[config.mk]
export PLATFORM = sky130hd
export DESIGN_NAME = tmte_front
export DESIGN_NICKNAME = d
export VERILOG_FILES = /design/src/design/assert_macros.svh /design/src/design/tmte_pkg.sv /design/src/design/tmte_front.sv
export SDC_FILE = /design/constraint.sdc
export NUM_CORES = 1
export LEC_CHECK = 0
export BUFFER_PORTS_ARGS = -buffer_cell sky130_fd_sc_hd__buf_2
export CAP_MARGIN = 15
export CORE_MARGIN = 2
export CORE_UTILIZATION = 22
export DETAILED_ROUTE_END_ITERATION = 7
export PLACE_DENSITY = 0.95
export SETUP_SLACK_MARGIN = 0.3
export SLEW_MARGIN = 20
export SYNTH_ARGS = -nofsm -noshare
export SYNTH_HDL_FRONTEND = slang
export SYNTH_SLANG_ARGS = --single-unit
[constraint.sdc]
create_clock -name vclk -period 0.8
set_input_delay 0.16 -clock vclk [all_inputs]
set_output_delay 0.16 -clock vclk [all_outputs]
set_load 0.005 [all_outputs]
[src/design/assert_macros.svh]
// ----------------------------------------------------------------------------
// Assertion macros
// Shared concurrent assertion forms for the tape machine token executor.
// ----------------------------------------------------------------------------
`ifndef ASSERT_MACROS_SVH
`define ASSERT_MACROS_SVH

// cond must hold at every clock edge outside reset
`define ASSERT_ALWAYS(label, clk, rst, cond, msg) \
   label: assert property (@(posedge clk) disable iff (rst) (cond)) else $error(msg);

// cons must hold in the same cycle as ante
`define ASSERT_IMPLIES(label, clk, rst, ante, cons, msg) \
   label: assert property (@(posedge clk) disable iff (rst) (ante) |-> (cons)) \
      else $error(msg);

`endif

[src/design/tmte_pkg.sv]
// ----------------------------------------------------------------------------
// tmte_pkg
// Types, codes and widths shared by the tape machine token executor.
// ----------------------------------------------------------------------------
package tmte_pkg;

   localparam int TAPE_CELLS_DEF = 32768;
   localparam int NEST_LIMIT_DEF = 64;
   localparam int PROG_DEPTH     = 4096;

   localparam int CMD_W      = 3;
   localparam int AMT_W      = 16;
   localparam int IDX_W      = $clog2(PROG_DEPTH);
   localparam int BYTE_W     = 8;
   localparam int STATUS_W   = 2;
   localparam int LEN_CFG_W  = 16;

   localparam int REQ_USER_W   = CMD_W;
   localparam int REQ_FIELDS_W = AMT_W + IDX_W + BYTE_W;
   localparam int REQ_DATA_W   = ((REQ_FIELDS_W + 7) / 8) * 8;
   localparam int RSP_USER_W   = 1;
   localparam int RSP_FIELDS_W = IDX_W + STATUS_W + BYTE_W;
   localparam int RSP_DATA_W   = ((RSP_FIELDS_W + 7) / 8) * 8;

   localparam int CSR_ADDR_W = 3;
   localparam int CSR_DATA_W = 32;

   localparam int QUEUE_DEPTH = 2;

   localparam logic [LEN_CFG_W-1:0] TAPE_LENGTH_RESET = 16'd32768;
   localparam logic                 IO_ENABLE_RESET   = 1'b1;

   // register index, taken from the word address
   localparam logic CSR_IDX_TAPE_LENGTH = 1'b0;
   localparam logic CSR_IDX_IO_ENABLE   = 1'b1;

   localparam logic [CMD_W-1:0] CMD_NONE  = 3'd0;
   localparam logic [CMD_W-1:0] CMD_ARITH = 3'd1;
   localparam logic [CMD_W-1:0] CMD_MOVE  = 3'd2;
   localparam logic [CMD_W-1:0] CMD_BEGIN = 3'd3;
   localparam logic [CMD_W-1:0] CMD_END   = 3'd4;
   localparam logic [CMD_W-1:0] CMD_PRINT = 3'd5;
   localparam logic [CMD_W-1:0] CMD_INPUT = 3'd6;

   localparam logic [STATUS_W-1:0] ST_OK        = 2'd0;
   localparam logic [STATUS_W-1:0] ST_OFF_TAPE  = 2'd1;
   localparam logic [STATUS_W-1:0] ST_NESTED    = 2'd2;
   localparam logic [STATUS_W-1:0] ST_UNMATCHED = 2'd3;

   typedef enum logic [2:0] {
      OP_NONE,
      OP_ARITH,
      OP_MOVE,
      OP_BEGIN,
      OP_END,
      OP_PRINT,
      OP_INPUT
   } op_type;

   typedef enum logic [1:0] {
      BK_CLEAR,
      BK_FETCH,
      BK_EXEC
   } back_state_type;

   typedef struct packed {
      op_type                   op;
      logic signed [AMT_W-1:0]  amount;
      logic [IDX_W-1:0]         token_index;
      logic [BYTE_W-1:0]        input_byte;
   } item_type;

endpackage

[src/design/tmte_front.sv]
// ----------------------------------------------------------------------------
// tmte_front
// Unpacks request transfers and classifies the command into an operation
// before it enters the token queue.
// ----------------------------------------------------------------------------
module tmte_front (
   input  logic                                 req_tvalid,
   output logic                                 req_tready,
   // tdata, lowest bit up: amount[15:0], token_index[27:16],
   // input_byte[35:28], zero pad
   input  logic [tmte_pkg::REQ_DATA_W-1:0]      req_tdata,
   // tuser, lowest bit up: command[2:0]
   input  logic [tmte_pkg::REQ_USER_W-1:0]      req_tuser,
   input  logic                                 io_enable,
   input  logic                                 tape_clearing,
   output logic                                 push_valid,
   input  logic                                 push_ready,
   output tmte_pkg::item_type                   push_item
);

   import tmte_pkg::*;

   logic [CMD_W-1:0] command;
   op_type           op;

   assign command = req_tuser[CMD_W-1:0];

   // print and input collapse to no-ops when io is off
   always_comb begin
      unique case (command)
         CMD_ARITH: op = OP_ARITH;
         CMD_MOVE:  op = OP_MOVE;
         CMD_BEGIN: op = OP_BEGIN;
         CMD_END:   op = OP_END;
         CMD_PRINT: op = io_enable ? OP_PRINT : OP_NONE;
         CMD_INPUT: op = io_enable ? OP_INPUT : OP_NONE;
         default:   op = OP_NONE;
      endcase
   end

   always_comb begin
      push_item.op          = op;
      push_item.amount      = req_tdata[0 +: AMT_W];
      push_item.token_index = req_tdata[AMT_W +: IDX_W];
      push_item.input_byte  = req_tdata[AMT_W + IDX_W +: BYTE_W];
   end

   // hold off requests while the tape is being cleared
   assign req_tready = push_ready && !tape_clearing;
   assign push_valid = req_tvalid && !tape_clearing;

endmodule

==> results of run 1 <==
synthesized netlist by cell type, drive strengths merged:
cell / count
o22ai: 1
a21boi: 2
nand2b: 3
buf: 36
inv: 1
nor2b: 3
stage by stage:
step	utilization, %	cell area [µm²]
4_1_cts	13.5	196
5_1_grt	14.3	208
3_5_place_dp	11.5	168
3_3_place_gp	11.5	168
2_1_floorplan	-	358
6_report	14.3	208
layout make-up:
type | count | share of cell area (%)
well taps | 16 | 9.64
inverters | 1 | 1.81
multi-input cells | 9 | 43.4
repair buffers | 12 | 45.2
worst min-delay path by stage:
stage	to
after floorplan	push_valid
after global placement	push_item[14]
after global routing	push_item[10]
after CTS	push_item[14]
after detailed placement	push_item[14]
final	push_item[13]
metal layers:
layer  vias to the layer above  part of all wire [%]
li1                         57                     -
met4                         0                   3.9
met2                        21                    48
met1                        60                    21
met3                         6                    27
met5                         -                     0
repair_timing:
item                                    CTS  global route
pin swaps                                 2             0
gates resized for setup                   5             3
endpoints found under the setup margin    5             5
worst max-delay path, cell delays in order:
cell and delay (ns):
buf_6 0.09, nand2b_4 0.13, o22ai_2 0.13, buf_2 0.13
kinds of logic (layout without fill, tap and decap cells):
group	count (synthesis)	after routing
AO/OA/AOI/OAI	3	3
buffers and inverters	37	13
AND/OR/NAND/NOR	6	6
where the power goes:
group	leakage (nW)	internal, mW	switching (mW)
Combinational	0.104	0.0610	0.0311
Clock	0	0	0
Sequential	0	0	0
Total	0.104	0.0610	0.0311
layout by cell type, fill, tap and decap left out:
| cell type | synthesis | layout |
|---|---|---|
| nor2b_2 | 0 | 1 |
| nand2b_4 | 0 | 2 |
| a21boi_2 | 0 | 2 |
| buf_6 | 0 | 5 |
| buf_2 | 0 | 6 |
| o22ai_2 | 0 | 1 |
| nand2b_1 | 3 | 1 |
| nor2b_1 | 3 | 2 |
| clkbuf_4 | 0 | 1 |
| inv_1 | 1 | 1 |
==> results.md, run 1 <==
* Critical Path RT at 0.64 ns
* Vias in the first global route at 160
* DR vias at roughly 140
* 1st-iter DRT viols at 0
* VDD IR max at ~0.13 mV
* WS Path Type: input port to output port
* Failing checks: setup timing
* Synth Area in Adders at 0%
* Reg area at 0 µm²
* PwrDens at 443 nW/µm²
* Critical Path AT at ~0.65 ns
* First-pass GRT wire length at approximately 640 µm
* Setup WS post-layout at -0.00505 ns
* Die footprint at between 1500 and 2000 µm²
* Synth Area in Simple Gates at a little under an eighth
* CP max FO at 3
* Tot Pwr at between 90 and 100 µW
* Layout cell share with drive strength beyond 1 at about four fifths
* Routed WL at just over 400 µm
* Worst Tran Pin Value at around 0.11 ns
* Leakage at around 0.10 nW
* Post-CTS setup buffers at 0
* IO Pins at a little under 90
* Final cycle utilization of the critical path at 101%
* Post-synth net total at 93
* # hold bufs at CTS at 0
* Max-cap violations at 0
* Area contributors post-synth: buf_4 81%, nand2b_1 5.6%, nor2b_1 5.6%
* Final setup fails at 1
* Main combinational cell family by area after synthesis: buffers and inverters
* Worst rel slew slack at just over 90%
* Mux cell area share after synthesis at 0%
* Startpoint types: input port
* Mean post-synth cell area at a little over 7 µm²
* Die Height at around 43 µm
* Hold Slack at approximately 0.32 ns
* First-pass DRT Iterations at 1
* Compound-gate portion of the synthesized area at about 6.4%
* Row count at 14
* Mapped Cells at between 40 and 50
* Fin nets at 71
* Synth Area in XOR/XNOR at 0%
* Largest net degree at the start of global routing at 5
* DRC at 0
* Routed Antenna Nets at 0
* Yosys cell types at 6
* Global Route Usage Sum at between 4 and 5%
* Die Width at 42.9 µm
* Register area share after synthesis at 0%
* Post-route insts no fill at 38
* Gpl congestion at approximately 0.5
* Final Hold Fails at 0
* Hold Crit Start: req_tdata[21]
* Cell count of the worst hold path at 0
* Dpl cells at 38
* Unrepaired setup endpoints after global routing: yes
* DP HPWL at 319 µm
* Worst Setup SP: req_tuser[1]
* Netlist Area Pre-Place at about 330 µm²
* Status: complete, but fails checks
* Fill cells at 167
* # clk buffers at 0
* Synth area leader: buf_4
* Initial antenna violation count at 0
* Initial Utilization at 22.9%
* Met2 usage at ~5.8%
* GR Overflow Total at 0
* Crit path to: push_item[38]
* Min Clock Period, post-route at 0.805 ns
* Setup Total Neg Slack at -0.00505 ns
* Max frequency at 1240 MHz
* Grt met3 use at under 10%
* Avg WL per Cell at around 11 µm
* Met1 usage at around 2.3%
* Vias per inst at about 3.8
* FFs & Latches at 0
* Multi-input gate area at between 90 and 100 µm²
* Ant diodes at 0
* YS warnings at 0
* Synth top area share at about four fifths
* P&R area growth vs syn at -37.6%
* Worst hold path type: input port to output port
* GRT busiest layer: met3
* Max-slew violation count at 0
* Crit. End Element: output port
* DP Worst Slack at -0.0424 ns
* IO buf count at 12
* Core area at 1450 µm²
No activity file was read; power rests on OpenSTA's default activity.
==> run 2, diff against run 1 <==
- CORE_UTILIZATION: 22 -> 23
- clock period: 0.8 -> 0.99 ns (I/O delays scaled with it)
==> run 2 against run 1 <==
Net effect:
- the run now ends clean
- first-iteration DRC count unchanged
- critical path depth unchanged
- via count up 18%
- sequential cell count unchanged
- non-clock buffer count unchanged
- count of clock-buffer cells in the layout unchanged
- sequential share of layout area unchanged
- largest power group unchanged
==> results.md, run 2 (same netlist as run 1, synthesis figures left out) <==
* First-pass GRT wire length at ~630 µm
* Multi-input gate area at 83.8 µm²
* Routed Antenna Nets at 0
* Vias per inst at between 4 and 5
* Final setup fails at 0
* Fin nets at between 70 and 80
* WS Path Type: input port to output port
* Status: completed
* IO Pins at between 80 and 90
* Commonest non-fill, non-tap cells in the layout: 6 x buf_6, 6 x buf_2, 3 x nor2b_1
* Ant diodes at 0
* Critical Path AT at between 0.6 and 0.7 ns
* Die Width at ~42 µm
* Max-cap violations at 0
* Setup WS post-layout at 0.120 ns
* Avg WL per Cell at approximately 14 µm
* Row count at 13
* Startpoint types: input port
* Min Clock Period, post-route at approximately 0.87 ns
* Initial antenna violation count at 0
* Max frequency at between 1000 and 1500 MHz
* Post-Route Utilization at around 15%
* Worst rel slew slack at between 90% and 100%
* Fill cells at 161
* # clk buffers at 0
* DR vias at 170
* DP Worst Slack at 0.0769 ns
* GR Overflow Total at 0
* Worst hold path type: input port to output port
* Reg area at 0 µm²
* First-pass DRT Iterations at 1
* Core area at ~1300 µm²
* Initial Utilization at 25.0%
* VDD IR max at 0.0828 mV
* Worst Setup SP: req_tuser[1]
* FFs & Latches at 0
* P&R area growth vs syn at -38.7%
* Gpl congestion at roughly 0.55
* Vias in the first global route at between 100 and 150
* Max-slew violation count at 0
* PwrDens at around 360 nW/µm²
* Worst Tran Pin Value at 0.140 ns
* Final cycle utilization of the critical path at roughly 90%
* Tot Pwr at between 70 and 80 µW
* 1st-iter DRT viols at 0
* Critical Path RT at a little under 0.8 ns
* Post-route insts no fill at 37
* Layout cell share with drive strength beyond 1 at between 70% and 80%
* Global Route Usage Sum at approximately 4.3%
* Setup Total Neg Slack at 0 ns
* Crit path to: push_item[36]
* Final Hold Fails at 0
* DRC at 0
* Crit. End Element: output port
* IO buf count at 12
* Dpl cells at 37
* CP max FO at 3
* Leakage at about 0.10 nW
* Die footprint at 1770 µm²
* Largest net degree at the start of global routing at 5
* Die Height at about 42 µm
* Routed WL at about 520 µm
* Unrepaired setup endpoints after global routing: yes
## run 2: cell count changes in the layout (fill, tap and decap cells not counted)
| cell | previous run | this run |
|---|---|---|
| a21boi_1 | 0 | 1 |
| a21boi_2 | 2 | 1 |
| buf_6 | 5 | 6 |
| clkbuf_4 | 1 | 0 |
| nor2b_1 | 2 | 3 |
| nor2b_2 | 1 | 0 |
## run 2: what timing repair did
action                                  CTS  global route
gates resized for setup                   8             1
buffers inserted                          0             0
pin swaps                                 3             1
cloned                                    0             0
endpoints found under the setup margin    5             5
hold buffers                              0             0
endpoints found under the hold margin     0             0
## run 2: per-stage QoR
| stage | hold WS [ns] | area, µm² |
|---|---|---|
| 2_1_floorplan | 0.426 | 347 |
| 3_3_place_gp | 0.396 | 155 |
| 3_5_place_dp | 0.396 | 155 |
| 4_1_cts | 0.396 | 198 |
| 5_1_grt | 0.396 | 204 |
| 6_report | 0.396 | 204 |
## run 2: layout make-up
cell class / instances / share of cell area (%)
tap: 15 / 9.20
inverter: 1 / 1.84
timing repair buffer: 12 / 47.9
multi-input combinational: 9 / 41.1
## run 2: how the worst min path moves through the flow
stage             startpoint             to  slack [ns]  depth (start not counted)
6_report       req_tdata[18]  push_item[10]        0.40                          0
5_1_grt        req_tdata[10]  push_item[30]        0.40                          0
2_1_floorplan  tape_clearing     push_valid        0.43                          1
3_5_place_dp   req_tdata[35]   push_item[7]        0.40                          0
4_1_cts        req_tdata[35]   push_item[7]        0.40                          0
3_3_place_gp   req_tdata[35]   push_item[7]        0.40                          0
## run 2: power by group
| group | internal, mW | switching [mW] |
|---|---|---|
| Sequential | 0 | 0 |
| Combinational | 0.0495 | 0.0248 |
| Clock | 0 | 0 |
| Total | 0.0495 | 0.0248 |
## run 2: metal layers
metal	part of all wire [%]	global-route usage, %	vias up	wire length (µm)
li1	-	-	57	-
met1	23	2.31	77	120
met2	47	5.94	22	245
met3	22	5.17	14	115
met4	7.3	5.63	0	38
met5	0	0	-	0
## run 2: critical path, cell delays in order
cell      delay (ns)
buf_6           0.09
nand2b_4        0.13
a21boi_1        0.12
buf_2           0.13
