**config.mk**
```make
export PLATFORM = sky130hd
export DESIGN_NAME = tmte_csr
export DESIGN_NICKNAME = d
export VERILOG_FILES = /design/src/design/assert_macros.svh /design/src/design/tmte_pkg.sv /design/src/design/tmte_csr.sv
export SDC_FILE = /design/constraint.sdc
export NUM_CORES = 1
export LEC_CHECK = 0
export BUFFER_PORTS_ARGS = -buffer_cell sky130_fd_sc_hd__buf_4
export CAP_MARGIN = 25
export CELL_PAD_IN_SITES_DETAIL_PLACEMENT = 1
export CELL_PAD_IN_SITES_GLOBAL_PLACEMENT = 1
export CORE_ASPECT_RATIO = 0.8
export CORE_MARGIN = 2
export CORE_UTILIZATION = 30
export CTS_BUF_LIST = sky130_fd_sc_hd__clkbuf_8
export DETAILED_ROUTE_END_ITERATION = 8
export HOLD_SLACK_MARGIN = 0.08
export PLACE_DENSITY_LB_ADDON = 0.05
export SYNTH_ARGS = -nofsm -noshare
export SYNTH_HDL_FRONTEND = slang
export SYNTH_SLANG_ARGS = --single-unit
```
**constraint.sdc**
```tcl
create_clock -name clock -period 2 [get_ports clock]
set_input_delay 0.4 -clock clock [delete_from_list [all_inputs] [get_ports clock]]
set_output_delay 0.4 -clock clock [all_outputs]
set_load 0.02 [all_outputs]
```
**src/design/assert_macros.svh**
```systemverilog
// ----------------------------------------------------------------------------
// Assertion macros
// Shared concurrent assertion forms for the tape machine token executor.
// ----------------------------------------------------------------------------
`ifndef ASSERT_MACROS_SVH
`define ASSERT_MACROS_SVH

// cond must hold at every clock edge outside reset
`define ASSERT_ALWAYS(label, clk, rst, cond, msg) \
   label: assert property (@(posedge clk) disable iff (rst) (cond)) else $error(msg);

// cons must hold in the same cycle as ante
`define ASSERT_IMPLIES(label, clk, rst, ante, cons, msg) \
   label: assert property (@(posedge clk) disable iff (rst) (ante) |-> (cons)) \
      else $error(msg);

`endif

```
**src/design/tmte_pkg.sv**
```systemverilog
// ----------------------------------------------------------------------------
// tmte_pkg
// Types, codes and widths shared by the tape machine token executor.
// ----------------------------------------------------------------------------
package tmte_pkg;

   localparam int TAPE_CELLS_DEF = 32768;
   localparam int NEST_LIMIT_DEF = 64;
   localparam int PROG_DEPTH     = 4096;

   localparam int CMD_W      = 3;
   localparam int AMT_W      = 16;
   localparam int IDX_W      = $clog2(PROG_DEPTH);
   localparam int BYTE_W     = 8;
   localparam int STATUS_W   = 2;
   localparam int LEN_CFG_W  = 16;

   localparam int REQ_USER_W   = CMD_W;
   localparam int REQ_FIELDS_W = AMT_W + IDX_W + BYTE_W;
   localparam int REQ_DATA_W   = ((REQ_FIELDS_W + 7) / 8) * 8;
   localparam int RSP_USER_W   = 1;
   localparam int RSP_FIELDS_W = IDX_W + STATUS_W + BYTE_W;
   localparam int RSP_DATA_W   = ((RSP_FIELDS_W + 7) / 8) * 8;

   localparam int CSR_ADDR_W = 3;
   localparam int CSR_DATA_W = 32;

   localparam int QUEUE_DEPTH = 2;

   localparam logic [LEN_CFG_W-1:0] TAPE_LENGTH_RESET = 16'd32768;
   localparam logic                 IO_ENABLE_RESET   = 1'b1;

   // register index, taken from the word address
   localparam logic CSR_IDX_TAPE_LENGTH = 1'b0;
   localparam logic CSR_IDX_IO_ENABLE   = 1'b1;

   localparam logic [CMD_W-1:0] CMD_NONE  = 3'd0;
   localparam logic [CMD_W-1:0] CMD_ARITH = 3'd1;
   localparam logic [CMD_W-1:0] CMD_MOVE  = 3'd2;
   localparam logic [CMD_W-1:0] CMD_BEGIN = 3'd3;
   localparam logic [CMD_W-1:0] CMD_END   = 3'd4;
   localparam logic [CMD_W-1:0] CMD_PRINT = 3'd5;
   localparam logic [CMD_W-1:0] CMD_INPUT = 3'd6;

   localparam logic [STATUS_W-1:0] ST_OK        = 2'd0;
   localparam logic [STATUS_W-1:0] ST_OFF_TAPE  = 2'd1;
   localparam logic [STATUS_W-1:0] ST_NESTED    = 2'd2;
   localparam logic [STATUS_W-1:0] ST_UNMATCHED = 2'd3;

   typedef enum logic [2:0] {
      OP_NONE,
      OP_ARITH,
      OP_MOVE,
      OP_BEGIN,
      OP_END,
      OP_PRINT,
      OP_INPUT
   } op_type;

   typedef enum logic [1:0] {
      BK_CLEAR,
      BK_FETCH,
      BK_EXEC
   } back_state_type;

   typedef struct packed {
      op_type                   op;
      logic signed [AMT_W-1:0]  amount;
      logic [IDX_W-1:0]         token_index;
      logic [BYTE_W-1:0]        input_byte;
   } item_type;

endpackage

```
**src/design/tmte_csr.sv**
```systemverilog
// ----------------------------------------------------------------------------
// tmte_csr
// Configuration registers behind the APB-style port; also keeps the clamped
// tape length used by the move range check.
// ----------------------------------------------------------------------------
module tmte_csr #(
   parameter int TAPE_CELLS = tmte_pkg::TAPE_CELLS_DEF
) (
   input  logic                                 clock,
   input  logic                                 reset,
   input  logic                                 csr_psel,
   input  logic                                 csr_penable,
   input  logic                                 csr_pwrite,
   input  logic [tmte_pkg::CSR_ADDR_W-1:0]      csr_paddr,
   input  logic [tmte_pkg::CSR_DATA_W-1:0]      csr_pwdata,
   output logic [tmte_pkg::CSR_DATA_W-1:0]      csr_prdata,
   output logic                                 csr_pready,
   output logic                                 io_enable,
   output logic [$clog2(TAPE_CELLS+1)-1:0]      eff_len
);

   import tmte_pkg::*;

   localparam int LEN_W = $clog2(TAPE_CELLS + 1);

   logic [LEN_CFG_W-1:0] tape_length_ff, tape_length_in;
   logic                 io_enable_ff, io_enable_in;
   logic [LEN_W-1:0]     eff_len_ff, eff_len_in;
   logic                 wr_strobe;
   logic                 reg_idx;

   // zero acts as one cell, anything past the tape acts as the whole tape
   function automatic logic [31:0] clamp_len(input logic [LEN_CFG_W-1:0] v);
      logic [31:0] w;
      w = {{(32 - LEN_CFG_W){1'b0}}, v};
      if (w == 32'd0) begin
         return 32'd1;
      end
      if (w > 32'(TAPE_CELLS)) begin
         return 32'(TAPE_CELLS);
      end
      return w;
   endfunction

   assign csr_pready = 1'b1;
   assign wr_strobe  = csr_psel && csr_penable && csr_pwrite && csr_pready;
   assign reg_idx    = csr_paddr[CSR_ADDR_W-1];

   always_comb begin
      tape_length_in = tape_length_ff;
      io_enable_in   = io_enable_ff;
      eff_len_in     = eff_len_ff;
      if (wr_strobe) begin
         unique case (reg_idx)
            CSR_IDX_TAPE_LENGTH: begin
               tape_length_in = csr_pwdata[LEN_CFG_W-1:0];
               eff_len_in     = LEN_W'(clamp_len(csr_pwdata[LEN_CFG_W-1:0]));
            end
            CSR_IDX_IO_ENABLE: begin
               io_enable_in = csr_pwdata[0];
            end
            default: begin
               tape_length_in = tape_length_ff;
            end
         endcase
      end
   end

   always_ff @(posedge clock) begin
      if (reset) begin
         tape_length_ff <= TAPE_LENGTH_RESET;
         io_enable_ff   <= IO_ENABLE_RESET;
         eff_len_ff     <= LEN_W'(clamp_len(TAPE_LENGTH_RESET));
      end else begin
         tape_length_ff <= tape_length_in;
         io_enable_ff   <= io_enable_in;
         eff_len_ff     <= eff_len_in;
      end
   end

   always_comb begin
      unique case (reg_idx)
         CSR_IDX_TAPE_LENGTH: csr_prdata = {{(CSR_DATA_W - LEN_CFG_W){1'b0}}, tape_length_ff};
         CSR_IDX_IO_ENABLE:   csr_prdata = {{(CSR_DATA_W - 1){1'b0}}, io_enable_ff};
         default:             csr_prdata = '0;
      endcase
   end

   assign io_enable = io_enable_ff;
   assign eff_len   = eff_len_ff;

endmodule

```
==> impl_metrics.toml, run 1 <==
[sta]
period_needed_ns = 1.55
worst_slack_ns = 0.455
fin_skew_ns = 0
final.setup.tns_ns = 0
hold_slack_ns = 0.359
max_freq_mhz = 647
rsz0062_at_grt = "no"
hold_violations = 0
setup_viol = 0
finalCritPeriodShare = 0.773
finalMaxSlewViolations = 0

[cells_and_area]
nets = 253
final_layout_size_suffix_gt1_frac = 0.374
syn_to_final_growth_pct = 35.5
multi_input_area_um2 = 612
fill_cells = 561
final_cell_mix = "buf_4, nand2_1, dfxtp_1, a21oi_1, conb_1"
stdcell_count = 274
seq_area_um2 = 661
mostFrequentLayoutCell = "buf_4"
utilization = 0.417
antenna_cells = 0

[drt]
vias_per_cell = 4.43
via_count = 1214
top_layer_used = "met4"
wirelength_mm = 3.79
wl_per_cell_um = 13.8
ant_nets = 0
wl_met1_mm = 1.82
drt_iter0_drc = 50
drc_errors = 0
drt_first_pass_iters = 4
met3_length_um = 183
wl_met2_mm = 1.76

[placed_design]
placedCellCount = 265
place_ws_ns = 0.168
gp_congestion = 0.693
place_hpwl_mm = 2.80
numPortBuffers = 54

[synthesis]
synth.cell_area_um2 = 1400
synth_cells = 159
synth.avg_cell_area_um2 = 8.78
ys_ff_latch = 33
ys_warn_count = 0
ys_seq_area_frac = 0.473
ys_types = 23

[clock_network]
clock_path_buffers = 2
cts_buffers = 5
cts-root-buf = "clkbuf_8"
cts_tree = "yes"
path_clk_slew_ns = 0.07
cts_hold_buf = 0
post_cts_buffers = 0
cts.sinks = 33
ctsResizeCount = 0
clk_latency_ns = 0.27
htree_levels = 2

[die]
initial_utilization = 0.307
io_pins = 90
core_um2 = 4540
die_area_um2 = 5220
die_w_um = 80.3
die_h_um = 65.0
rows = 22

[setup_path]
cp.required_ns = 1.60
worst-setup-path-type = "in -> out"
start_kind = "input port"
crit_fanout = 19
crit_path_end_kind = "primary output"
crit_arrival_ns = 1.15

[status]
status = "complete, no violations"

[pwr]
leakagePower_nw = 0.840
p_per_area_nw_per_um2 = 726
ir_drop_mv = 0.270

[flow_run]
cap_violations = 0

[grt]
grt_max_degree = 21
grt_pass1_wl_mm = 6.09
grt.overflow.total = 0
grt_pass1_vias = 1215
antenna_found_initial = 0
grt_util_all_layers = 0.152

[worst_hold_path]
hp-class = "in -> reg"
synth_stat cells, drive strengths merged:
library cell | number | area (um2)
a211o | 1 | 8.76
a211oi | 1 | 12.5
a21oi | 18 | 90.1
a22o | 14 | 135
buf | 21 | 154
clkbuf | 5 | 18.8
conb | 2 | 7.51
dfxtp | 33 | 661
inv | 2 | 7.51
mux2 | 1 | 11.3
nand2 | 34 | 128
nand3 | 1 | 5.00
nand4 | 2 | 12.5
nor2 | 3 | 13.8
nor2b | 15 | 93.8
nor3 | 1 | 5.00
nor4 | 3 | 18.8
o21a | 1 | 7.51
or2 | 1 | 6.26
cells by family (layout without fill, tap and decap cells):
| group | Yosys count | count (layout) | share of synthesized area |
|---|---|---|---|
| AO/OA/AOI/OAI | 35 | 35 | 0.182 |
| buffers and inverters | 28 | 68 | 0.129 |
| flip-flops | 33 | 33 | 0.473 |
| multiplexers | 1 | 1 | 0.00806 |
| other | 2 | 17 | 0.00538 |
| AND/OR/NAND/NOR | 60 | 60 | 0.203 |
where the power goes:
group	leakage, nW	internal [mW]	switching, mW
Clock	0.0542	0.311	0.224
Sequential	0.267	0.670	0.00628
Combinational	0.519	0.0603	0.103
Total	0.840	1.04	0.333
critical path: stages:
cell and delay [ns]:
buf_4 0.22, mux2_2 0.36, buf_4 0.16
layout make-up:
class | count | area share
Multi-Input combinational cell | 113 | 0.323
Clock inverter | 1 | 0.00265
Clock buffer | 7 | 0.0509
Inverter | 2 | 0.00397
Sequential cell | 33 | 0.349
Timing Repair Buffer | 58 | 0.230
Tap cell | 60 | 0.0397
routing by layer:
metal  track usage  vias to the layer above
li1              -                      602
met1         0.205                      568
met2         0.242                       42
met3        0.0334                        2
met4        0.0508                        0
met5             0                        -
registers in the layout (all words and copies together) (netlist names):
name            flops
eff_len            16
io_enable           1
tape_length_ff     16
per-stage QoR:
step | area, um2 | power [mW]
3_3_place_gp | 1780 | 0.850
6_report | 1890 | 1.37
2_1_floorplan | 1450 | 0.802
4_1_cts | 1880 | 1.40
3_5_place_dp | 1780 | 0.853
5_1_grt | 1890 | 1.44
worst paths after layout:
check	startpoint	end	slack, ns	depth (start not counted)
min reg2reg	tape_length_ff[15]	tape_length_ff[15]	0.44	2
min	csr_pwdata[11]	eff_len[11]	0.36	2
max	csr_paddr[2]	csr_prdata[0]	0.45	3
max reg2reg	io_enable	io_enable	1.32	1
Power figures use the tool's default switching activity.
==> run 2: changes to the inputs <==
--- a/config.mk
+++ b/config.mk
@@ -11,7 +11,7 @@
 export CELL_PAD_IN_SITES_GLOBAL_PLACEMENT = 1
 export CORE_ASPECT_RATIO = 0.8
 export CORE_MARGIN = 2
-export CORE_UTILIZATION = 30
+export CORE_UTILIZATION = 27
 export CTS_BUF_LIST = sky130_fd_sc_hd__clkbuf_8
 export DETAILED_ROUTE_END_ITERATION = 8
 export HOLD_SLACK_MARGIN = 0.08
==> constraint.sdc (replaced) <==
create_clock -name clock -period 1.4 [get_ports clock]
set_input_delay 0.28 -clock clock [delete_from_list [all_inputs] [get_ports clock]]
set_output_delay 0.28 -clock clock [all_outputs]
set_load 0.02 [all_outputs]
==> impl_metrics.toml, run 2 (synthesis gave the netlist of run 1 again) <==
[status]
status = "complete, no violations"

[grt]
antenna_found_initial = 0
grt.overflow.total = 0
grt_util_all_layers = 0.143
grt_max_degree = 20
grt_pass1_vias = 1250
grt_pass1_wl_mm = 6.24

[die]
rows = 23
initial_utilization = 0.279
core_um2 = 5010
io_pins = 90
die_w_um = 84.4
die_area_um2 = 5770
die_h_um = 68.3

[cells_and_area]
nets = 271
final_cell_mix = "buf_4, nand2_1, dfxtp_1, a21oi_1, conb_1"
fill_cells = 615
seq_area_um2 = 661
stdcell_count = 294
antenna_cells = 0
syn_to_final_growth_pct = 47.0
mostFrequentLayoutCell = "buf_4"
multi_input_area_um2 = 632
final_layout_size_suffix_gt1_frac = 0.431

[sta]
setup_viol = 0
finalCritPeriodShare = 0.952
hold_violations = 0
slew_headroom = 0.383
max_freq_mhz = 750
fin_skew_ns = 0
finalMaxSlewViolations = 0
tightest_slew_ns = 0.922
final.setup.tns_ns = 0
rsz0062_at_grt = "no"
period_needed_ns = 1.33

[placed_design]
placedCellCount = 286
numPortBuffers = 54
place_hpwl_mm = 3.16
gp_congestion = 0.744

[drt]
drc_errors = 0
vias_per_cell = 4.40
via_count = 1293
drt_iter0_drc = 26
drt_first_pass_iters = 3
ant_nets = 0
wirelength_mm = 4.11
wl_per_cell_um = 14.0

[clock_network]
cts_buffers = 5
cts_tree = "yes"
path_clk_slew_ns = 0.08
clock_path_buffers = 2
cts-root-buf = "clkbuf_8"
post_cts_buffers = 0
htree_levels = 2
clk_latency_ns = 0.29
cts.sinks = 33
cts_hold_buf = 0

[worst_hold_path]
hp-class = "in -> reg"

[setup_path]
start_kind = "input port"
crit_fanout = 14
crit_path_end_kind = "register"
cp.required_ns = 1.64
crit_arrival_ns = 1.57
worst-setup-path-type = "in -> reg"

[pwr]
leakagePower_nw = 0.912
ir_drop_mv = 0.553
p_per_area_nw_per_um2 = 957
finalPower_mw = 1.96

[flow_run]
cap_violations = 0
run 2: cell types whose count changed in the layout (fill, tap and decap cells not counted), sizes merged:
cell / before / now
clkinvlp: 0 / 3
clkbuf: 7 / 5
clkinv: 1 / 0
buf: 58 / 76
run 2: path summary, 6_finish.rpt:
kind         cells after the start           to           start  slack, ns
max                              6  eff_len[10]   csr_pwdata[3]       0.07
min                              3  eff_len[15]  csr_pwdata[15]       0.27
max reg2reg                      1    io_enable       io_enable       0.71
min reg2reg                      2  eff_len[15]     eff_len[15]       0.44
run 2: worst max-delay path: stages:
cell and delay, ns:
buf_4 0.12, nor4_2 0.34, nand4_1 0.23, a211oi_4 0.30, buf_12 0.17, a22o_2 0.13
run 2: what timing repair did:
item	CTS	global route
endpoints found under the setup margin	13	14
pin swaps	0	2
cloned	0	0
gates resized for setup	1	1
run 2: metrics by stage:
| step | utilization | area (um2) | setup slack (ns) | hold slack (ns) |
|---|---|---|---|---|
| floorplan | - | 1460 | 0.00266 | 0.406 |
| global placement | 0.389 | 1950 | -0.269 | 0.427 |
| detailed placement | 0.389 | 1950 | -0.321 | 0.437 |
| CTS | 0.409 | 2050 | 0.0393 | 0.276 |
| global route | 0.410 | 2050 | 0.0166 | 0.294 |
| finish | 0.410 | 2050 | 0.0666 | 0.270 |
run 2: where the power goes:
| part | leakage, nW | internal (mW) | total [mW] | switching [mW] |
|---|---|---|---|---|
| sequential | 0.267 | 0.956 | 0.966 | 0.00942 |
| clock | 0.0364 | 0.348 | 0.723 | 0.375 |
| combinational | 0.609 | 0.117 | 0.274 | 0.158 |
run 2: per-layer routing:
| metal | vias to the layer above | track usage | part of all wire |
|---|---|---|---|
| met5 | - | 0 | 0 |
| li1 | 643 | - | - |
| met4 | 0 | 0.0595 | 0.021 |
| met1 | 593 | 0.183 | 0.46 |
| met2 | 48 | 0.229 | 0.46 |
| met3 | 9 | 0.0410 | 0.060 |
run 2: layout make-up:
class / count / share of cell area
clock buffer: 5 / 0.0335
clock inverter: 3 / 0.0110
inverter: 2 / 0.00366
multi-input combinational: 113 / 0.308
sequential: 33 / 0.322
tap: 62 / 0.0378
timing repair buffer: 76 / 0.284
