**src/design/assert_macros.svh**
```systemverilog
// ----------------------------------------------------------------------------
// Assertion macros
// Shared concurrent assertion forms for the tape machine token executor.
// ----------------------------------------------------------------------------
`ifndef ASSERT_MACROS_SVH
`define ASSERT_MACROS_SVH

// cond must hold at every clock edge outside reset
`define ASSERT_ALWAYS(label, clk, rst, cond, msg) \
   label: assert property (@(posedge clk) disable iff (rst) (cond)) else $error(msg);

// cons must hold in the same cycle as ante
`define ASSERT_IMPLIES(label, clk, rst, ante, cons, msg) \
   label: assert property (@(posedge clk) disable iff (rst) (ante) |-> (cons)) \
      else $error(msg);

`endif

```
**src/design/tmte_pkg.sv**
```systemverilog
// ----------------------------------------------------------------------------
// tmte_pkg
// Types, codes and widths shared by the tape machine token executor.
// ----------------------------------------------------------------------------
package tmte_pkg;

   localparam int TAPE_CELLS_DEF = 32768;
   localparam int NEST_LIMIT_DEF = 64;
   localparam int PROG_DEPTH     = 4096;

   localparam int CMD_W      = 3;
   localparam int AMT_W      = 16;
   localparam int IDX_W      = $clog2(PROG_DEPTH);
   localparam int BYTE_W     = 8;
   localparam int STATUS_W   = 2;
   localparam int LEN_CFG_W  = 16;

   localparam int REQ_USER_W   = CMD_W;
   localparam int REQ_FIELDS_W = AMT_W + IDX_W + BYTE_W;
   localparam int REQ_DATA_W   = ((REQ_FIELDS_W + 7) / 8) * 8;
   localparam int RSP_USER_W   = 1;
   localparam int RSP_FIELDS_W = IDX_W + STATUS_W + BYTE_W;
   localparam int RSP_DATA_W   = ((RSP_FIELDS_W + 7) / 8) * 8;

   localparam int CSR_ADDR_W = 3;
   localparam int CSR_DATA_W = 32;

   localparam int QUEUE_DEPTH = 2;

   localparam logic [LEN_CFG_W-1:0] TAPE_LENGTH_RESET = 16'd32768;
   localparam logic                 IO_ENABLE_RESET   = 1'b1;

   // register index, taken from the word address
   localparam logic CSR_IDX_TAPE_LENGTH = 1'b0;
   localparam logic CSR_IDX_IO_ENABLE   = 1'b1;

   localparam logic [CMD_W-1:0] CMD_NONE  = 3'd0;
   localparam logic [CMD_W-1:0] CMD_ARITH = 3'd1;
   localparam logic [CMD_W-1:0] CMD_MOVE  = 3'd2;
   localparam logic [CMD_W-1:0] CMD_BEGIN = 3'd3;
   localparam logic [CMD_W-1:0] CMD_END   = 3'd4;
   localparam logic [CMD_W-1:0] CMD_PRINT = 3'd5;
   localparam logic [CMD_W-1:0] CMD_INPUT = 3'd6;

   localparam logic [STATUS_W-1:0] ST_OK        = 2'd0;
   localparam logic [STATUS_W-1:0] ST_OFF_TAPE  = 2'd1;
   localparam logic [STATUS_W-1:0] ST_NESTED    = 2'd2;
   localparam logic [STATUS_W-1:0] ST_UNMATCHED = 2'd3;

   typedef enum logic [2:0] {
      OP_NONE,
      OP_ARITH,
      OP_MOVE,
      OP_BEGIN,
      OP_END,
      OP_PRINT,
      OP_INPUT
   } op_type;

   typedef enum logic [1:0] {
      BK_CLEAR,
      BK_FETCH,
      BK_EXEC
   } back_state_type;

   typedef struct packed {
      op_type                   op;
      logic signed [AMT_W-1:0]  amount;
      logic [IDX_W-1:0]         token_index;
      logic [BYTE_W-1:0]        input_byte;
   } item_type;

endpackage

```
**src/design/tmte_queue.sv**
```systemverilog
// ----------------------------------------------------------------------------
// tmte_queue
// Small FIFO of classified tokens between the front end and the executor.
// ----------------------------------------------------------------------------
module tmte_queue (
   input  logic               clock,
   input  logic               reset,
   input  logic               push_valid,
   output logic               push_ready,
   input  tmte_pkg::item_type push_item,
   output logic               pop_valid,
   input  logic               pop_ready,
   output tmte_pkg::item_type pop_item
);

   import tmte_pkg::*;

   localparam int QA_W  = (QUEUE_DEPTH > 1) ? $clog2(QUEUE_DEPTH) : 1;
   localparam int CNT_W = $clog2(QUEUE_DEPTH + 1);

   item_type          entries_ff [QUEUE_DEPTH];
   logic [QA_W-1:0]   wr_ptr_ff, wr_ptr_in;
   logic [QA_W-1:0]   rd_ptr_ff, rd_ptr_in;
   logic [CNT_W-1:0]  count_ff, count_in;
   logic              do_push;
   logic              do_pop;

   assign push_ready = count_ff != CNT_W'(QUEUE_DEPTH);
   assign pop_valid  = count_ff != '0;
   assign do_push    = push_valid && push_ready;
   assign do_pop     = pop_valid && pop_ready;
   assign pop_item   = entries_ff[rd_ptr_ff];

   always_comb begin
      wr_ptr_in = wr_ptr_ff;
      rd_ptr_in = rd_ptr_ff;
      count_in  = count_ff;
      if (do_push) begin
         wr_ptr_in = (wr_ptr_ff == QA_W'(QUEUE_DEPTH - 1)) ? '0 : wr_ptr_ff + 1'b1;
      end
      if (do_pop) begin
         rd_ptr_in = (rd_ptr_ff == QA_W'(QUEUE_DEPTH - 1)) ? '0 : rd_ptr_ff + 1'b1;
      end
      if (do_push && !do_pop) begin
         count_in = count_ff + 1'b1;
      end else if (do_pop && !do_push) begin
         count_in = count_ff - 1'b1;
      end
   end

   always_ff @(posedge clock) begin
      if (reset) begin
         wr_ptr_ff <= '0;
         rd_ptr_ff <= '0;
         count_ff  <= '0;
      end else begin
         wr_ptr_ff <= wr_ptr_in;
         rd_ptr_ff <= rd_ptr_in;
         count_ff  <= count_in;
      end
   end

   always_ff @(posedge clock) begin
      if (do_push) begin
         entries_ff[wr_ptr_ff] <= push_item;
      end
   end

endmodule

```
**config.mk**
```make
export PLATFORM = sky130hd
export DESIGN_NAME = tmte_queue
export DESIGN_NICKNAME = d
export VERILOG_FILES = /design/src/design/assert_macros.svh /design/src/design/tmte_pkg.sv /design/src/design/tmte_queue.sv
export SDC_FILE = /design/constraint.sdc
export NUM_CORES = 1
export LEC_CHECK = 0
export BUFFER_PORTS_ARGS = -buffer_cell sky130_fd_sc_hd__buf_2
export CAP_MARGIN = 40
export CORE_ASPECT_RATIO = 0.6
export CORE_UTILIZATION = 51
export DETAILED_ROUTE_END_ITERATION = 7
export PLACE_DENSITY = 0.76
export REMOVE_ABC_BUFFERS = 1
export SYNTH_ARGS = -nofsm -noshare
export SYNTH_HDL_FRONTEND = slang
export SYNTH_SLANG_ARGS = --single-unit
export TNS_END_PERCENT = 100
```
**constraint.sdc**
```tcl
create_clock -name clock -period 2.3 [get_ports clock]
set_clock_uncertainty 0.05 [all_clocks]
set_input_delay 0.345 -clock clock [delete_from_list [all_inputs] [get_ports clock]]
set_output_delay 0.345 -clock clock [all_outputs]
set_load 0.005 [all_outputs]
```
==> results of run 1 <==
[worst register-to-register path, stage by stage, from the launching register on]
cell      delay, ns
dfxtp_1        0.35
nand2b_1       0.21
and2_1         0.19
ha_1           0.32
or3_1          0.35
a21oi_1        0.13
[power by group]
group | internal, mW | switching (mW)
logic | 0.500 | 0.421
clock network | 0.559 | 0.474
registers | 1.89 | 0.0777
total | 2.95 | 0.972
[state kept, by name (all words and copies together), names as in the netlist, named ones only]
| register | cells |
|---|---|
| count_ff | 2 |
| rd_ptr_ff | 1 |
| wr_ptr_ff | 1 |
| entries_ff | 78 |
[Yosys cell counts]
cell,count,area share [%]
nor2_1,3,0.37
a21oi_1,2,0.33
buf_2,2,0.33
and3_1,1,0.21
o21ai_0,2,0.33
buf_6,1,0.37
and2_1,1,0.21
dfxtp_1,5,3.3
xor2_1,3,0.87
or3_1,1,0.21
ha_1,1,0.41
nand3b_1,1,0.25
or2_2,1,0.21
inv_1,1,0.12
a21bo_2,1,0.33
edfxtp_1,78,77
mux2_2,39,14
buf_4,1,0.25
nand2b_1,1,0.21
[final cells by class]
cell class,instances,area (sq um),area share [%]
timing repair buffer,86,475,12.6
tap,80,100,2.64
inverter,1,3.75,0.0991
multi-input combinational,57,559,14.8
clock inverter,4,50.0,1.32
sequential,83,2440,64.5
clock buffer,12,155,4.10
[path summary, 6_finish.rpt]
| check | start | to | slack, ns | cells after the start |
|---|---|---|---|---|
| max | register | pop_item[10] | 0.31 | 3 |
| min | push_item[2] | entries_ff[1][2] | 0.13 | 1 |
| max reg2reg | count_ff[0] | count_ff[1] | 0.64 | 5 |
| min reg2reg | rd_ptr_ff | rd_ptr_ff | 0.46 | 2 |
[through the flow]
stage	power (mW)	instance area [sq um]
floorplan	2.51	3000
global placement	2.92	3580
detailed placement	2.93	3580
CTS	3.97	3790
global route	4.13	3790
finish	3.92	3790
[logic make-up (layout without fill, tap and decap cells)]
family	Yosys count	in the layout	share of synthesized area [%]
flops	83	83	80.5
simple gates	9	9	1.65
buf+inv	5	103	1.07
mux	39	39	14.5
xor+xnor	3	3	0.866
fa+ha+maj	1	1	0.412
compound gates	5	5	0.990
[routing by layer]
layer	wire (um)	global-route usage, %	up-vias
met1	2120	19.5	724
met4	9	5.59	0
met5	0	0	-
li1	-	-	752
met2	2210	25.8	59
met3	450	9.28	2
==> run_results.csv, run 1 <==
group,metric,value,unit
drt,via_count,1537,
grt,grt_overflow,0,
yosys,yosysSeqAreaShare,80.5,%
placed_design,dpl_worst_slack,0.659,ns
die,die_x,102,um
clock_network,clock_latency,0.34,ns
drt,ant_nets,0,
grt,antenna_found_initial,0,
finish,nFillCells,408,
finish,final_util,67.0,%
drt,post-route-drc-count,0,
power,ir_worst_vdd,0.527,mV
sta,tightest_slew,0.342,ns
drt,drt_wl_total,4800,um
placed_design,dp_hpwl,3100,um
placed_design,place_inst,307,
drt,routedWlPerCell,14.9,um
placed_design,io_buffers,83,
placed_design,place_congestion,0.723,
outcome,status,"finished, final reports clean",
die,core,5650,sq um
worst_setup_path,cp_slowest_cell,"dfxtp_2",
yosys,syn_area,3030,sq um
die,start_util,53.7,%
worst_setup_path,start_kind,"register",
sta,max_freq,504,MHz
sta,rsz0062_at_grt,"no",
yosys,ys_warn_count,0,
drt,drt_iter0_drc,59,
worst_setup_path,cp.required,1.90,ns
clock_network,cts_setup_buffers,0,
sta,fin_crit_sh,86.3,%
worst_setup_path,cpPeakStageDelay,0.49,ns
sta,fin_tns_setup,0,ns
drt,first_pass_iters,4,
finish,diodes,0,
finish,layout_common_cells,"buf_2 (83), edfxtp_1 (78), mux2_2 (39)",
grt,track_usage,16.4,%
clock_network,hold_buffers,0,
clock_network,root_buffer,"clkbuf_8",
worst_setup_path,worstPathMaxFanout,30,
grt,grt_pass1_vias,1483,
clock_network,cts_tree,"built",
drt,via_per_inst,4.76,
finish,syn_to_final_growth,24.9,%
yosys,yosys_register_bits,83,
clock_network,cts_buffers,9,
sta,period_minus_slack,1.99,ns
worst_setup_path,path_delay_family,"flip-flops",
finish,fin_cells,323,
clock_network,clk_path_buf_depth,2,
clock_network,cts_sinks,83,
worst_setup_path,cp_cell_sequence,"buf_12 > mux2_2 > buf_2",
worst_setup_path,crit_arrival,1.59,ns
worst_setup_path,worstSetupPathType,"register to primary output",
job,max_cap_violations,0,
die,num_rows,21,
sta,setup_viol,0,
worst_setup_path,cp_num_buf_inv,2,
clock_network,h-tree-depth,3,
yosys,synth.distinct_cells,19,
power,p_leak,1.42,nW
finish,layout-drive-gt1-share,59.3,%
power,power_density,1040,nW/um^2
sta,whs,0.129,ns
finish,final_common_cell,"buf_2",
yosys,synth_cells,145,
finish,nNetsFinal,282,
die,die-area,6270,sq um
min_path,hp-class,"input port to register",
worst_setup_path,crit_path_end_kind,"primary output",
sta,setup_slack,0.315,ns
sta,hold_viol_final,0,
grt,grt_pass1_wl,7070,um
die,io_pins,84,
sta,slew_headroom,76.9,%
yosys,syn_avg_cell_area,20.9,sq um
grt,grt_max_degree,40,
clock_network,cts_resized,0,
die,die_y,61.7,um
clock_network,path_clk_slew,0.08,ns
sta,maxSlewViolCount,0,
No activity file was read; power rests on OpenSTA's default activity.
==> inputs of run 2 (changes only) <==
--- a/config.mk
+++ b/config.mk
@@ -10,7 +10,7 @@
 export CORE_ASPECT_RATIO = 0.6
 export CORE_UTILIZATION = 51
 export DETAILED_ROUTE_END_ITERATION = 7
-export PLACE_DENSITY = 0.76
+export PLACE_DENSITY = 0.86
 export REMOVE_ABC_BUFFERS = 1
 export SYNTH_ARGS = -nofsm -noshare
 export SYNTH_HDL_FRONTEND = slang
==> run_results.csv, run 2 (synthesis gave the netlist of run 1 again) <==
group,metric,value,unit
clock_network,cts_resized,0,
clock_network,path_clk_slew,0.08,ns
drt,post-route-drc-count,0,
min_path,hold_start,"push_item[2]",
worst_setup_path,r2r_cells,5,
grt,grt_pass1_vias,1463,
min_path,min_to,"entries_ff[0][2]",
sta,maxSlewViolCount,0,
die,die_y,61.7,um
worst_setup_path,r2r-start,"count_ff[0]",
drt,drt_wl_total,5040,um
clock_network,cts_sinks,83,
finish,reg_top3,"entries_ff (78), count_ff (2)",
finish,layout-drive-gt1-share,59.4,%
drt,ant_nets,0,
clock_network,clock_latency,0.34,ns
min_path,hp-class,"input port to register",
sta,fin_tns_setup,0,ns
clock_network,clk_path_buf_depth,2,
sta,slew_headroom,78.0,%
sta,setup_slack,0.310,ns
drt,via_count,1592,
power,p_leak,1.43,nW
power,ir_worst_vdd,0.528,mV
finish,final_common_cell,"buf_2",
grt,track_usage,17.0,%
sta,period_minus_slack,1.99,ns
clock_network,cts_buffers,9,
drt,via_per_inst,4.91,
finish,diodes,0,
min_path,min_path_cells,1,
clock_network,hold_buffers,0,
placed_design,dp_hpwl,3330,um
placed_design,io_buffers,83,
die,die_x,102,um
sta,tightest_slew,0.330,ns
drt,first_pass_iters,4,
finish,syn_to_final_growth,25.5,%
sta,rsz0062_at_grt,"no",
clock_network,cts_setup_buffers,0,
finish,largest_reg_flops,78,
sta,fin_crit_sh,86.5,%
job,max_cap_violations,0,
finish,final_util,67.4,%
finish,layout_common_cells,"buf_2 (83), edfxtp_1 (78), mux2_2 (39)",
drt,routedWlPerCell,15.6,um
finish,top_register,"entries_ff",
worst_setup_path,worstSetupPathType,"register to primary output",
outcome,status,"finished, final reports clean",
grt,antenna_found_initial,0,
sta,max_freq,503,MHz
die,start_util,53.7,%
grt,grt_pass1_wl,7250,um
finish,layout.area.seq,2440,sq um
clock_network,root_buffer,"clkbuf_8",
worst_setup_path,worstPathMaxFanout,29,
die,die-area,6270,sq um
placed_design,dpl_worst_slack,0.631,ns
grt,grt_overflow,0,
die,core,5650,sq um
finish,multi_input_area,559,sq um
die,io_pins,84,
sta,setup_viol,0,
power,power_density,1050,nW/um^2
clock_network,cts_tree,"built",
worst_setup_path,crit_arrival,1.59,ns
worst_setup_path,r2r_slack,0.60,ns
sta,hold_viol_final,0,
clock_network,h-tree-depth,3,
worst_setup_path,r2r-end,"count_ff[1]",
placed_design,place_congestion,0.699,
finish,nFillCells,370,
drt,drt_iter0_drc,51,
worst_setup_path,crit_path_end_kind,"primary output",
die,num_rows,21,
finish,nNetsFinal,283,
grt,grt_max_degree,40,
sta,whs,0.133,ns
worst_setup_path,cp.required,1.90,ns
worst_setup_path,start_kind,"register",
## run 2: cell types whose count changed in the layout (fill, tap and decap cells not counted)
cell       before  now
buf_4           0    1
bufinv_16       1    2
clkbuf_1        1    0
clkbuf_8       11    9
clkinv_1        0    1
clkinv_4        0    1
## run 2: layout make-up
| class | instances | share of cell area (%) |
|---|---|---|
| flip-flops and latches | 83 | 64.2 |
| clock inverters | 7 | 2.43 |
| repair buffers | 87 | 12.7 |
| inverters | 1 | 0.0986 |
| multi-input cells | 57 | 14.7 |
| clock buffers | 9 | 3.25 |
| well taps | 80 | 2.63 |
## run 2: critical path, cell delays in order (launching register included)
cell and delay [ns]:
dfxtp_2 0.50, buf_12 0.25, mux2_2 0.37, buf_2 0.13
## run 2: layer usage
metal | up-vias | share of wire, % | track usage (%)
met4 | 0 | 0.50 | 4.35
met5 | - | 0 | 0
met1 | 768 | 48 | 21.8
met3 | 5 | 8.2 | 9.73
li1 | 752 | - | -
met2 | 67 | 43 | 25.3
## run 2: power breakdown
group | internal [mW] | total, mW | switching (mW) | leakage (nW)
combinational | 0.503 | 0.934 | 0.431 | 0.560
clock | 0.606 | 1.09 | 0.486 | 0.103
sequential | 1.89 | 1.97 | 0.0826 | 0.770
## run 2: worst max-delay path by stage
stage / start / slack, ns / endpoint / cells after the start
4_1_cts: register / 0.29 / pop_item[14] / 3
3_5_place_dp: count_ff[0] / 0.63 / count_ff[1] / 5
3_3_place_gp: count_ff[0] / 0.68 / count_ff[1] / 5
5_1_grt: register / 0.23 / pop_item[14] / 3
2_1_floorplan: count_ff[0] / 0.27 / entries_ff[1][0] / 2
6_report: register / 0.31 / pop_item[33] / 3
## run 2: through the flow
step / cells / power (mW) / area (sq um)
after detailed placement: 308 / 2.94 / 3590
final: 324 / 4.00 / 3810
after global placement: 308 / 2.91 / 3590
after CTS: 324 / 4.04 / 3810
after floorplan: 141 / 2.51 / 3000
after global routing: 324 / 4.20 / 3810
==> inputs of run 3 (changes only) <==
--- a/config.mk
+++ b/config.mk
@@ -12,6 +12,7 @@
 export DETAILED_ROUTE_END_ITERATION = 7
 export PLACE_DENSITY = 0.86
 export REMOVE_ABC_BUFFERS = 1
+export SKIP_LAST_GASP = 1
 export SYNTH_ARGS = -nofsm -noshare
 export SYNTH_HDL_FRONTEND = slang
 export SYNTH_SLANG_ARGS = --single-unit
==> constraint.sdc (replaced) <==
create_clock -name clock -period 1.95 [get_ports clock]
set_clock_uncertainty 0.05 [all_clocks]
set_input_delay 0.2925 -clock clock [delete_from_list [all_inputs] [get_ports clock]]
set_output_delay 0.2925 -clock clock [all_outputs]
set_load 0.005 [all_outputs]
==> run_results.csv, run 3 (synthesis gave the netlist of run 1 again) <==
group,metric,value,unit
sta,fin_crit_sh,93.0,%
drt,via_per_inst,5.03,
clock_network,root_buffer,"clkbuf_8",
finish,reg_top3,"entries_ff (78), count_ff (2)",
placed_design,dpl_cell_area,3580,sq um
die,num_rows,21,
sta,slew_headroom,77.7,%
sta,rsz0062_at_grt,"no",
finish,nNetsFinal,283,
clock_network,path_clk_slew,0.08,ns
placed_design,io_buffers,83,
grt,grt_max_degree,34,
drt,post-route-drc-count,0,
finish,final_util,66.8,%
worst_setup_path,cp.required,1.61,ns
drt,drt_wl_total,4970,um
finish,layout.area.seq,2440,sq um
drt,drt_iter0_drc,47,
drt,via_count,1631,
sta,fin_tns_setup,0,ns
sta,maxSlewViolCount,0,
clock_network,cts_resized,0,
power,p_seq_share,50.0,%
finish,final_common_cell,"buf_2",
grt,grt_pass1_vias,1539,
finish,top_register,"entries_ff",
clock_network,cts_setup_buffers,0,
sta,hold_viol_final,0,
grt,track_usage,16.7,%
finish,diodes,0,
power,p_leak,1.42,nW
drt,routedWlPerCell,15.3,um
clock_network,cts_sinks,83,
power,switching_share,25.9,%
worst_setup_path,start_kind,"register",
worst_setup_path,worstPathMaxFanout,20,
finish,layout-drive-gt1-share,59.4,%
clock_network,h-tree-depth,3,
min_path,min_path_cells,1,
sta,setup_viol,0,
finish,multi_input_area,559,sq um
finish,largest_reg_flops,78,
grt,antenna_found_initial,0,
power,ir_worst_vdd,0.695,mV
min_path,hp-class,"input port to register",
sta,tightest_slew,0.334,ns
clock_network,hold_buffers,0,
power,power.share.combinational,24.2,%
die,core,5650,sq um
finish,finish.instance_area,3780,sq um
worst_setup_path,crit_arrival,1.47,ns
clock_network,clock_latency,0.34,ns
die,die_y,61.7,um
drt,first_pass_iters,5,
sta,period_minus_slack,1.81,ns
outcome,status,"finished, final reports clean",
worst_setup_path,r2r_cells,5,
sta,whs,0.0876,ns
finish,layout_common_cells,"buf_2 (83), edfxtp_1 (78), mux2_2 (39)",
placed_design,dp_hpwl,3290,um
sta,max_freq,551,MHz
grt,grt_pass1_wl,7230,um
die,die_x,102,um
power,p_int,3.40,mW
job,max_cap_violations,0,
finish,syn_to_final_growth,24.5,%
clock_network,clk_path_buf_depth,2,
power,p_sw,1.19,mW
grt,grt_overflow,0,
clock_network,cts_tree,"built",
finish,nFillCells,396,
power,power_density,1220,nW/um^2
worst_setup_path,crit_path_end_kind,"primary output",
die,start_util,53.7,%
die,die-area,6270,sq um
power,clock_power_share,25.9,%
placed_design,place_congestion,0.654,
die,io_pins,84,
clock_network,cts_buffers,9,
worst_setup_path,worstSetupPathType,"register to primary output",
drt,ant_nets,0,
run 3: changes by cell type in the layout (fill, tap and decap cells not counted), sizes merged:
cell,previous run,this run
bufinv,2,1
inv,1,3
clkinv,3,2
run 3: critical path, cell delays in order (launching register included):
cell and delay (ns):
dfxtp_2 0.33, buf_4 0.28, mux2_2 0.39, buf_2 0.13
run 3: routing by layer:
layer	global-route usage (%)	wire length, um	vias up	share of wire (%)
met4	6.21	37	0	0.74
met1	19.4	2140	792	43
met2	28.4	2320	73	47
met5	0	0	-	0
li1	-	-	759	-
met3	7.27	469	7	9.4
run 3: power by group through the flow:
| stage | logic (mW) | registers (mW) | clock network [mW] |
|---|---|---|---|
| finish | 1.11 | 2.30 | 1.19 |
| global route | 1.22 | 2.32 | 1.29 |
| global placement | 1.09 | 2.32 | 0 |
| detailed placement | 1.11 | 2.34 | 0 |
| floorplan | 0.568 | 2.39 | 0 |
| CTS | 1.13 | 2.30 | 1.22 |
run 3: through the flow:
stage	power, mW	std cells	setup slack [ns]
final	4.59	324	0.137
after detailed placement	3.45	308	0.257
after global placement	3.41	308	0.350
after CTS	4.65	324	0.102
after global routing	4.83	324	0.0634
after floorplan	2.96	141	-0.0847
run 3: final timing paths:
path | startpoint | endpoint | slack [ns]
worst max register to register | count_ff[0] | count_ff[1] | 0.25
worst min-delay path | push_item[16] | entries_ff[1][16] | 0.09
worst max-delay path | register | pop_item[23] | 0.14
worst min register to register | rd_ptr_ff | rd_ptr_ff | 0.47
run 3: cell type report:
| type | count | share of cell area (%) |
|---|---|---|
| Clock buffer | 9 | 3.28 |
| Clock inverter | 7 | 1.99 |
| Inverter | 1 | 0.0994 |
| Multi-Input combinational cell | 57 | 14.8 |
| Sequential cell | 83 | 64.7 |
| Tap cell | 80 | 2.65 |
| Timing Repair Buffer | 87 | 12.5 |
